<file path="src/rtl/ssis_pkg.sv">
// Shared types and constants for the sorted set intersect/subtract block.
// No dependencies; every other file in rtl/ but ssis_ram imports this package.
package ssis_pkg;

    localparam int KEY_W       = 64;
    localparam int OCC_W       = 32;
    localparam int INDEX_W     = 10;
    localparam int QUEUE_DEPTH = 2;

    // Input command codes
    localparam logic [1:0] CMD_LOAD  = 2'd0;
    localparam logic [1:0] CMD_QUERY = 2'd1;
    localparam logic [1:0] CMD_CLEAR = 2'd2;

    // Mode register codes
    localparam logic [1:0] MODE_INTERSECT = 2'd0;
    localparam logic [1:0] MODE_SUBTRACT  = 2'd1;
    localparam logic [1:0] MODE_SEARCH    = 2'd2;

    typedef enum logic [1:0] {
        OP_LOAD,
        OP_QUERY,
        OP_CLEAR
    } op_t;

    typedef struct packed {
        logic [1:0]       cmd;
        logic [KEY_W-1:0] key;
        logic [OCC_W-1:0] occurrences;
    } in_item_t;

    typedef struct packed {
        logic [KEY_W-1:0]   out_key;
        logic [OCC_W-1:0]   out_occurrences;
        logic               hit;
        logic [INDEX_W-1:0] hit_index;
    } out_item_t;

    typedef struct packed {
        op_t              op;
        logic [KEY_W-1:0] key;
        logic [OCC_W-1:0] occurrences;
    } job_t;

    // One queue port: an item and its valid flag
    typedef struct packed {
        logic valid;
        job_t job;
    } job_port_t;

endpackage

</file>
<file path="src/rtl/ssis_queue.sv">
// Short FIFO of classified jobs between the front end and the search engine.
// Depends on ssis_pkg.
module ssis_queue (
    input  logic                clk,
    input  logic                rst_n,
    input  ssis_pkg::job_port_t push,
    output logic                full,
    output ssis_pkg::job_port_t head,
    input  logic                pop
);
    import ssis_pkg::*;

    localparam int PTR_W = $clog2(QUEUE_DEPTH);

    job_t             slot_reg [QUEUE_DEPTH];
    logic [PTR_W-1:0] wptr_reg;
    logic [PTR_W-1:0] rptr_reg;
    logic [PTR_W:0]   count_reg;
    logic             do_push;
    logic             do_pop;

    assign full       = (count_reg == (PTR_W+1)'(QUEUE_DEPTH));
    assign head.valid = (count_reg != '0);
    assign head.job   = slot_reg[rptr_reg];
    assign do_push    = push.valid && !full;
    assign do_pop     = pop && head.valid;

    always_ff @(posedge clk)
    begin
        if (do_push)
        begin
            slot_reg[wptr_reg] <= push.job;
        end
    end

    always_ff @(posedge clk or negedge rst_n)
    begin
        if (!rst_n)
        begin
            wptr_reg  <= '0;
            rptr_reg  <= '0;
            count_reg <= '0;
        end
        else
        begin
            if (do_push)
            begin
                wptr_reg <= (wptr_reg == PTR_W'(QUEUE_DEPTH - 1)) ? '0 : wptr_reg + 1'b1;
            end
            if (do_pop)
            begin
                rptr_reg <= (rptr_reg == PTR_W'(QUEUE_DEPTH - 1)) ? '0 : rptr_reg + 1'b1;
            end
            count_reg <= count_reg + (PTR_W+1)'(do_push) - (PTR_W+1)'(do_pop);
        end
    end

endmodule

</file>
<file path="config.mk">
export PLATFORM = sky130hd
export DESIGN_NAME = ssis_queue
export DESIGN_NICKNAME = d
export VERILOG_FILES = /design/src/rtl/ssis_pkg.sv /design/src/rtl/ssis_queue.sv
export SDC_FILE = /design/constraint.sdc
export NUM_CORES = 1
export LEC_CHECK = 0
export BUFFER_PORTS_ARGS = -buffer_cell sky130_fd_sc_hd__buf_2
export CAP_MARGIN = 10
export CORE_MARGIN = 3
export CORE_UTILIZATION = 47
export CTS_CLUSTER_DIAMETER = 200
export DETAILED_ROUTE_END_ITERATION = 7
export GPL_ROUTABILITY_DRIVEN = 0
export PLACE_DENSITY = 0.76
export SYNTH_ARGS = -nofsm -noshare
export SYNTH_HDL_FRONTEND = slang
export SYNTH_SLANG_ARGS = --single-unit
</file>
<file path="constraint.sdc">
create_clock -name clk -period 5.51 [get_ports clk]
set_input_delay 0.2755 -clock clk [delete_from_list [all_inputs] [get_ports clk]]
set_output_delay 0.2755 -clock clk [all_outputs]
set_load 0.02 [all_outputs]
</file>
---- After elaboration in Yosys (flattened, before gate mapping) ----
Memories as Yosys holds them, arrays and structs flattened.
Cells that the tools add are included.
word-level totals
  register bits ........................... 4
  RAM bits ................................ 196
  input bits .............................. 102
  memories ................................ 1
cells by class
  add/subtract/negate cells ............... 4
  equality and inequality tests ........... 1
  multiplexer cells ....................... 4
  reduce and logical (&&, ||, !) cells .... 4
memories
  memory    depth  bits a word  read ports  clocked after Yosys merged registers in  write ports  line              source
  slot_reg  2      98           1           0                                        1            ssis_queue.sv:15  job_t slot_reg [QUEUE_DEPTH];
operator list
  cell                                  number
  two-way mux 1 bit                     4
  adder 1 bit, second input constant    2
  adder 2 x 1 -> 2 bit                  1
  == test 2 bit, second input constant  1
  logical AND 1 bit                     2
  nonzero test 2 bit                    1
  subtractor 2 x 1 -> 2 bit             1
  logical NOT 1 bit                     1

---- Depth between registers and ports, before layout ----
Gate-level depths: netlist of the first run.
  depth after elaboration ................. 5
  gate-level depth with buffers ........... 7

---- Worst setup path after synthesis of the first run ----
No wires, ideal clock.
  path kind ............................... flip-flop to flip-flop
  start ................................... register count_reg[1]
  end ..................................... memory slot_reg[0][0] (netlist bit), enable pin
  arrival time ............................ 4.669 ns
  slack ................................... 0.286 ns
  cell stages (with the launch flop) ...... 4
  buffers on the path ..................... 0
  clock period less this slack ............ 5.224 ns
  path through ............................ dfrtp_1 -> nand2b_1 -> nand2_1 -> nor2_1
on the way
  word-level cells in the longest chain between the ends .. 5
RTL lines
  what                                     line              source
  start, declared                          ssis_queue.sv:18  logic [PTR_W:0] count_reg;
  start signal, assigned                   ssis_queue.sv:54  count_reg <= count_reg + (PTR_W+1)'(do_push) - (PTR_W+1)'(do_pop);
  == test 2 bit                            ssis_queue.sv:22  assign full = (count_reg == (PTR_W+1)'(QUEUE_DEPTH));
  logical NOT 1 bit                        ssis_queue.sv:25  assign do_push = push.valid && !full;
  logical AND 1 bit                        ssis_queue.sv:25
  two-way mux 1 bit                        ssis_queue.sv:30  if (do_push)
  two-way mux 1 bit (implied by the code)  ssis_queue.sv:32  slot_reg[wptr_reg] <= push.job;
  end, declared                            ssis_queue.sv:15
No other way between the ends.

==> out/metrics.yaml, run 1 <==
detailed_routing:
  drt_first_pass_iters: 4
  wl_per_cell_microns: 17.8
  viasPerCell: 5.01
  drt_iter0_drc: 251
  via_count: 3683
  antenna_left: 0
  totalWireLength_mm: 13.1
  drc_errors: 0
synthesis:
  seq_area_frac_synth: 0.820
  synth_top_family_by_area: "multiplexers"
  yosys.area_share.adder: 0.00343
  synth_simple_gate_area_frac: 0.00446
  ys_warn_count: 0
  synthXorXnorAreaFrac: 0.00480
  synth-compound-area-share: 0
  synth_mux_area_frac: 0.156
  syn_area_sq_mm: 0.00730
  ys_ff_latch: 200
  synth.top_cells.by_area: "edfxtp_1, mux2_2, mux2_4, dfrtp_1, buf_2"
  yosysTopAreaCell: "edfxtp_1"
  synthCells: 323
  syn_avg_cell_area_sq_um: 22.6
  synth_top_area_frac: 0.806
  syn_nets: 427
  yosysUniqueCellTypes: 16
finish:
  regArea_sq_mm: 0.00599
  syn2layout_area_growth_pct: 24.2
  layout_commonest_cell: "buf_2"
  multiInputGateArea_sq_mm: 0.00125
  fin_nets: 641
  fillers: 1107
  drive_above_1_share: 0.603
  final_cell_mix: "buf_2, edfxtp_1, mux2_2"
  largest_reg_flops: 196
setup_path:
  crit_type: "reg -> out"
  cp_max_fo: 52
  cp-end-kind: "output pin"
  path_cells: "buf_4 > mux2_2 > buf_2"
  max_stage_delay_ps: 850
  cp_slowest_cell: "dfrtp_4"
  startpoint_type: "flop"
  cp.required_ps: 5230
  arrival_ps: 2580
clock_network:
  cts.sinks: 200
  htree_num_levels: 4
  clock_path_buffers: 2
  numCtsBuffers: 17
  clock_latency_ps: 420
  clk_pin_slew_ps: 70
  root_buffer: "clkbuf_16"
  cts_tree: "done"
  cts_setup_buffers: 0
grt:
  grt.met3_usage: 0.0650
  grtUsageMet1: 0.182
  grt-ovfl-total: 0
  grt_usage: 0.153
  antenna_found_initial: 3
  grt_pass1_vias: 3846
  grt_pass1_wl_mm: 19.4
  grt_max_degree: 53
  grtUsageMet2: 0.247
  gr-max-usage-layer: "met2"
hold_path:
  hold_class: "in -> reg"
power_and_ir_drop:
  vdd_ir_drop_max_v: 0.000308
  p_total_mw: 4.97
  swShare: 0.318
  power.leakage_nw: 3.42
  pwr-share-seq: 0.448
  intPower_mw: 3.39
  p_clk_frac: 0.232
  p_sw_mw: 1.58
  pwr-share-comb: 0.320
  p_per_area_mw_per_mm2: 548
sta:
  period_minus_slack_ps: 2850
  setup_viol: 0
  maxSlewViolCount: 0
  relSlewSlack: 0.527
  tightest_slew_ps: 709
  finalHoldViolCount: 0
  rsz0062_at_grt: "false"
  clock.fmax_mhz: 351
  fin_crit_sh: 0.518
  skew_ps: 6.60
  fin_setup_tns_ps: 0
floorplan:
  die_h_microns: 131
  io_pins: 202
  rows: 44
  fp.dieW_microns: 131
  die-area_sq_mm: 0.0171
  start_util: 0.491
  core-area_sq_mm: 0.0149
run_status:
  status: "complete, no violations"
placed_design:
  io_buffers: 201
  dp_hpwl_mm: 8.81
job:
  maxCapViolCount: 0
## per-layer routing
layer | wire length, microns | vias to the layer above
met3 | 1120 | 19
met4 | 197 | 2
met2 | 6450 | 157
met5 | 20 | -
li1 | - | 1713
met1 | 5330 | 1792
## per-stage QoR
stage	hold WS, ps	setup slack (ps)	utilization	cell area (sq um)	std cells
after floorplan	-20.1	286	-	7300	323
after global placement	81.0	3100	0.572	8510	701
after detailed placement	90.9	3070	0.572	8510	701
after CTS	18.1	2610	0.610	9060	733
after global routing	16.1	2490	0.610	9070	735
final	37.5	2660	0.610	9070	735
## worst max-delay path, delay by kind of cell, from the launching register on
kind / cells / cell delay [ps]
muxes: 1 / 420
buffers and inverters: 2 / 850
DFF: 1 / 850
## cells in the mapped netlist
cell type / number
and3_1: 1
buf_6: 3
edfxtp_1: 196
and2_1: 1
mux2_4: 10
ha_1: 2
xor2_1: 1
nand2_1: 1
mux2_2: 88
nand2b_1: 1
nor2_1: 1
or2_2: 1
dfrtp_1: 4
xnor2_1: 3
buf_2: 8
inv_1: 2
## cells by family after synthesis
group                      Yosys count
buffers and inverters               13
adders and majority gates            2
xor gates and xnor gates             4
muxes                               98
DFF                                200
and+or+nand+nor                      6
## what timing repair did
item | 4_1_cts | 5_1_grt
gates resized for setup | 0 | 0
hold endpoints to repair | 4 | 0
hold buffers | 1 | 0
## power by group through the flow
stage               logic, mW  registers [mW]  clock network [mW]
floorplan                1.20            2.21                   0
global placement         1.60            2.24                   0
detailed placement       1.62            2.26                   0
CTS                      1.62            2.23                1.18
global route             1.71            2.27                1.24
finish                   1.59            2.23                1.15
## final timing paths
path | depth (start not counted) | endpoint | start | slack (ps)
worst max-delay path | 3 | head[63] | rptr_reg$_DFFE_PN0P_ | 2660
min in group asynchronous | 2 | rptr_reg$_DFFE_PN0P_ | rst_n | 210
worst min-delay path | 1 | slot_reg[1][24]$_DFFE_PP_ | push[24] | 40
worst min register to register | 1 | count_reg[1]$_DFF_PN0_ | count_reg[1]$_DFF_PN0_ | 520
max in group asynchronous | 2 | rptr_reg$_DFFE_PN0P_ | rst_n | 5160
worst max register to register | 3 | slot_reg[1][82]$_DFFE_PP_ | count_reg[1]$_DFF_PN0_ | 3220
## layout make-up
type                            count  share of cell area
Antenna cell                        2            0.000552
Clock buffer                       22              0.0490
Clock inverter                      9              0.0112
Inverter                            2            0.000828
Multi-Input combinational cell    110               0.137
Sequential cell                   200               0.660
Tap cell                          184              0.0254
Timing Repair Buffer              206               0.115
Power figures use the tool's default switching activity.
==> run 2: changes to the inputs <==
- clock period: 5.51 -> 2.3 ns (I/O delays scaled with it)
==> run 2 against run 1 <==
Total power is 150% higher. Critical path depth stayed put. Routed wire length is 14% higher. Count of clock-buffer cells in the layout down 4. Die area did not move. Design area up 12%. Sequential share of layout area shrank 6.9 points. Sequential power grew 130%. Via count is 9.7% higher. Register-to-register slack worse by 2700 ps. First-iteration DRC count shrank 19%. Global-route usage up 1.7 points. Largest power group unchanged. Highest routed layer is now met4.
==> out/metrics.yaml, run 2 (synthesis gave the netlist of run 1 again) <==
setup_path:
  path_buf_inv: 2  # unchanged
  cp_max_fo: 99  # +90%
  max_stage_delay_ps: 440  # -410 ps
  startpoint_type: "flop"
  arrival_ps: 1900  # -680 ps
  crit_type: "reg -> out"
  cp.depth: 3  # unchanged
  path_cells: "buf_12 > mux2_2 > buf_2"
  cp.required_ps: 2180  # -3050 ps
  cp-end-kind: "output pin"
  rr_worst_depth: 7  # +4
  crit_family: "buffers and inverters"
  cp_slowest_cell: "buf_12"
clock_network:
  clock_latency_ps: 410  # about the same
  clk_pin_slew_ps: 60  # about the same
  root_buffer: "clkbuf_16"
  clock_path_buffers: 2  # unchanged
  htree_num_levels: 4  # unchanged
  cts_setup_buffers: 0  # unchanged
  numCtsBuffers: 17  # unchanged
  cts_tree: "done"
  cts.sinks: 200  # unchanged
detailed_routing:
  drc_errors: 0  # unchanged
  viasPerCell: 4.84  # -3.4%
  via_count: 4039  # +9.7%
  drt_iter0_drc: 204  # -19%
  wl_per_cell_microns: 17.9  # +0.23%
  antenna_left: 0  # unchanged
  drt_first_pass_iters: 4  # unchanged
  totalWireLength_mm: 14.9  # +14%
finish:
  instances_no_fill: 834  # +13%
  syn2layout_area_growth_pct: 38.8
  layout_commonest_cell: "buf_2"
  final_core_util: 0.682  # +0.0716
  fillers: 946  # -15%
  largest_reg_flops: 196  # unchanged
  final_cell_mix: "buf_2, edfxtp_1, dlygate4sd3_1"
  fin_nets: 742  # +16%
  drive_above_1_share: 0.522  # -0.0806
sta:
  relSlewSlack: 0.617  # +0.0900
  skew_ps: 8.43  # +1.82 ps
  setup_viol: 0  # unchanged
  fin_crit_sh: 0.878
  tightest_slew_ps: 574  # -135 ps
  clock.fmax_mhz: 495
  rsz0062_at_grt: "false"
  finalHoldViolCount: 0  # unchanged
  period_minus_slack_ps: 2020
  maxSlewViolCount: 0  # unchanged
grt:
  antenna_found_initial: 0  # -3
  grt_max_degree: 100  # +89%
  grt_pass1_wl_mm: 22.0  # +13%
  grt_usage: 0.170  # +0.0173
  grt_pass1_vias: 4353  # +13%
  grt-ovfl-total: 0  # unchanged
job:
  maxCapViolCount: 0  # unchanged
floorplan:
  rows: 44  # unchanged
  io_pins: 202  # unchanged
  die_h_microns: 131  # unchanged
  start_util: 0.491  # unchanged
  fp.dieW_microns: 131  # unchanged
  die-area_sq_mm: 0.0171  # unchanged
  core-area_sq_mm: 0.0149  # unchanged
power_and_ir_drop:
  vdd_ir_drop_max_v: 0.000782  # +150%
  p_per_area_mw_per_mm2: 1210  # +120%
  power.leakage_nw: 3.88  # +13%
placed_design:
  placed_cells: 704  # +0.43%
  io_buffers: 201  # unchanged
  dp_hpwl_mm: 9.02  # +2.3%
hold_path:
  hold_class: "in -> reg"
  holdPathStages: 3  # +2
run_status:
  status: "complete, no violations"
run 2: changes by cell type in the layout (fill, tap and decap cells not counted), sizes merged:
cell         delta
dlygate4sd3    +98
clkbuf          -4
buf             +3
clkinv          +2
diode           -1
inv             +1
run 2: through the flow:
step                hold slack (ps)  power (mW)  TNS, ps  worst slack (ps)  cell area (sq um)
global route                   20.2        12.8        0               218              10100
CTS                            4.93        12.4        0               262              10100
finish                         29.7        12.3        0               281              10100
floorplan                      -181        8.10   -16810              -172               7310
detailed placement            -72.8        9.43        0               529               8580
global placement              -79.1        9.32        0               580               8580
run 2: layer usage:
layer,vias up,share of wire,routed length (microns),global-route usage
li1,1905,-,-,-
met5,-,0,0,0
met4,0,0.018,267,0.0665
met3,22,0.049,724,0.0480
met2,120,0.56,8350,0.312
met1,1992,0.37,5580,0.187
run 2: timing repair:
| item | 4_1_cts | 5_1_grt |
|---|---|---|
| endpoints found under the setup margin | 0 | 0 |
| resized for setup | 0 | 0 |
| endpoints found under the hold margin | 200 | 0 |
| hold buffers | 99 | 0 |
run 2: area by class of cell:
cell class	count	area, sq um	area share
timing repair buffer	307	2100	0.207
multi-input combinational	110	1250	0.123
inverter	2	7.51	0.000741
tap	184	230	0.0227
clock inverter	12	128	0.0126
sequential	200	5990	0.591
clock buffer	18	429	0.0423
antenna	1	2.50	0.000247
run 2: path summary, 6_finish.rpt:
path | from | end | slack [ps]
hold reg to reg | count_reg[1]$_DFF_PN0_ | count_reg[1]$_DFF_PN0_ | 510
hold / removal | push[98] | wptr_reg$_DFFE_PN0P_ | 30
min in group asynchronous | rst_n | count_reg[0]$_DFF_PN0_ | 40
setup reg to reg | count_reg[1]$_DFF_PN0_ | count_reg[1]$_DFF_PN0_ | 520
setup / recovery | rptr_reg$_DFFE_PN0P_ | head[93] | 280
max in group asynchronous | rst_n | rptr_reg$_DFFE_PN0P_ | 2120
run 2: worst reg2reg max path: stages, from the launching register on:
cell and delay, ps:
dfrtp_1 410, or2_2 310, and2_1 190, ha_1 280
inv_1 40, ha_1 180, xnor2_1 160, xnor2_1 140
run 2: where the power goes:
| part | switching, mW | internal, mW |
|---|---|---|
| registers | 0.200 | 4.98 |
| logic | 2.52 | 1.74 |
| clock network | 1.22 | 1.59 |
==> run 3: changes to the inputs <==
- CORE_UTILIZATION: 47 -> 35
- HOLD_SLACK_MARGIN: unset -> 0.03
- PLACE_DENSITY: 0.76 -> unset
==> run 3 against run 2 <==
Routed wire length down 1.6%. Global-route usage is 4.3 points lower. Worst setup slack got worse by 45 ps. Sequential cell count is the same. Count of clock-buffer cells in the layout stayed put. Register-to-register slack lost 30 ps. Clock skew is 0.52 ps higher. Largest power group unchanged.
==> out/metrics.yaml, run 3 (synthesis gave the netlist of run 1 again) <==
detailed_routing:
  antenna_left: 0  # unchanged
  via_count: 4077  # +0.94%
  viasPerCell: 4.42  # -8.8%
  wl_per_cell_microns: 15.9  # -11%
  totalWireLength_mm: 14.7  # -1.6%
  drt_first_pass_iters: 4  # unchanged
  drc_errors: 0  # unchanged
  drt_iter0_drc: 144  # -29%
run_status:
  status: "complete, no violations"
grt:
  antenna_found_initial: 0  # unchanged
  grt-ovfl-total: 0  # unchanged
  grt_pass1_wl_mm: 22.0  # +0.12%
  grt_usage: 0.127  # -0.0429
  grt_max_degree: 72  # -28%
  grt_pass1_vias: 4440  # +2.0%
clock_network:
  clock_latency_ps: 420  # about the same
  cts.sinks: 200  # unchanged
  numCtsBuffers: 17  # unchanged
  cts_setup_buffers: 0  # unchanged
  root_buffer: "clkbuf_16"
  postCtsHoldBufs: 102  # +3.0%
  htree_num_levels: 4  # unchanged
  clk_pin_slew_ps: 70  # about the same
  ctsResizeCount: 0  # unchanged
  clock_path_buffers: 2  # unchanged
  cts_tree: "done"
setup_path:
  path_cells: "buf_12 > mux2_2 > buf_2"
  arrival_ps: 1950  # +50 ps
  startpoint_type: "flop"
  cp_slowest_cell: "dfrtp_4"
  cp.required_ps: 2180  # about the same
  cp_max_fo: 27  # -73%
  max_stage_delay_ps: 720  # +280 ps
  crit_type: "reg -> out"
  cp-end-kind: "output pin"
sta:
  setup_viol: 0  # unchanged
  skew_ps: 8.95  # +0.520 ps
  setup_ws_ps: 236  # -44.9 ps
  period_minus_slack_ps: 2060  # +44.9 ps
  relSlewSlack: 0.610  # -0.00700
  maxSlewViolCount: 0  # unchanged
  finalHoldViolCount: 0  # unchanged
  fin_crit_sh: 0.898  # +0.0195
  rsz0062_at_grt: "false"
  tightest_slew_ps: 585  # +10.5 ps
  timing.hold.ws_ps: 413  # +383 ps
  clock.fmax_mhz: 484  # -2.2%
placed_design:
  dp_hpwl_mm: 9.00  # -0.20%
  placed_cells: 790  # +12%
  io_buffers: 201  # unchanged
  pre_cts_ws_ps: 512  # -17.8 ps
finish:
  layout_commonest_cell: "buf_2"
  final_cell_mix: "buf_2, edfxtp_1, dlygate4sd3_1"
  n_antenna_cell: 0  # -1
  largest_reg_flops: 196  # unchanged
  fin_nets: 745  # +0.40%
  syn2layout_area_growth_pct: 41.4
  instances_no_fill: 923  # +11%
  drive_above_1_share: 0.521  # -0.00167
floorplan:
  rows: 52  # +18%
  die-area_sq_mm: 0.0226  # +33%
  io_pins: 202  # unchanged
  die_h_microns: 150  # +15%
  start_util: 0.359  # -0.133
  fp.dieW_microns: 150  # +15%
  core-area_sq_mm: 0.0204  # +37%
job:
  maxCapViolCount: 0  # unchanged
power_and_ir_drop:
  p_per_area_mw_per_mm2: 1210  # +0.35%
  power.leakage_nw: 3.91  # +0.90%
  vdd_ir_drop_max_v: 0.000711  # -9.1%
hold_path:
  hold_class: "in -> reg"
run 3: routing by layer:
layer  GRT usage  share of wire  vias to the layer above
li1            -              -                     1911
met1       0.143           0.40                     2025
met2       0.229           0.52                      127
met3      0.0364          0.060                       14
met4      0.0476          0.014                        0
met5           0              0                        -
run 3: worst paths after layout:
check,startpoint,to,slack (ps),depth (start not counted)
max,rptr_reg$_DFFE_PN0P_,head[77],240,3
min,push[17],slot_reg[0][17]$_DFFE_PP_,410,2
max reg2reg,count_reg[1]$_DFF_PN0_,count_reg[1]$_DFF_PN0_,490,7
min reg2reg,count_reg[1]$_DFF_PN0_,count_reg[1]$_DFF_PN0_,510,1
max in group asynchronous,rst_n,rptr_reg$_DFFE_PN0P_,1490,3
min in group asynchronous,rst_n,count_reg[1]$_DFF_PN0_,600,3
run 3: cell type report:
class / count / area (sq um)
sequential: 200 / 5990
inverter: 2 / 7.51
clock buffer: 18 / 429
multi-input combinational: 110 / 1250
timing repair buffer: 310 / 2140
clock inverter: 13 / 168
tap: 270 / 338
fill: 1685 / 10000
run 3: critical path: cells and delay by family, from the launching register on:
kind	cells	cell delay (ps)
multiplexers	1	370
flip-flops	1	720
buffers and inverters	2	420
run 3: metrics by stage:
step	cell area [sq um]	TNS (ps)	power (mW)	utilization
floorplan	7310	-16810	8.10	-
global placement	8700	0	9.43	0.427
detailed placement	8700	0	9.51	0.427
CTS	10300	0	12.7	0.507
global route	10300	0	13.1	0.507
finish	10300	0	12.5	0.507
run 3: power breakdown:
group | leakage (nW) | switching (mW) | total [mW] | internal [mW]
clock | 0.288 | 1.31 | 3.03 | 1.73
sequential | 1.87 | 0.292 | 5.27 | 4.98
combinational | 1.76 | 2.44 | 4.22 | 1.78
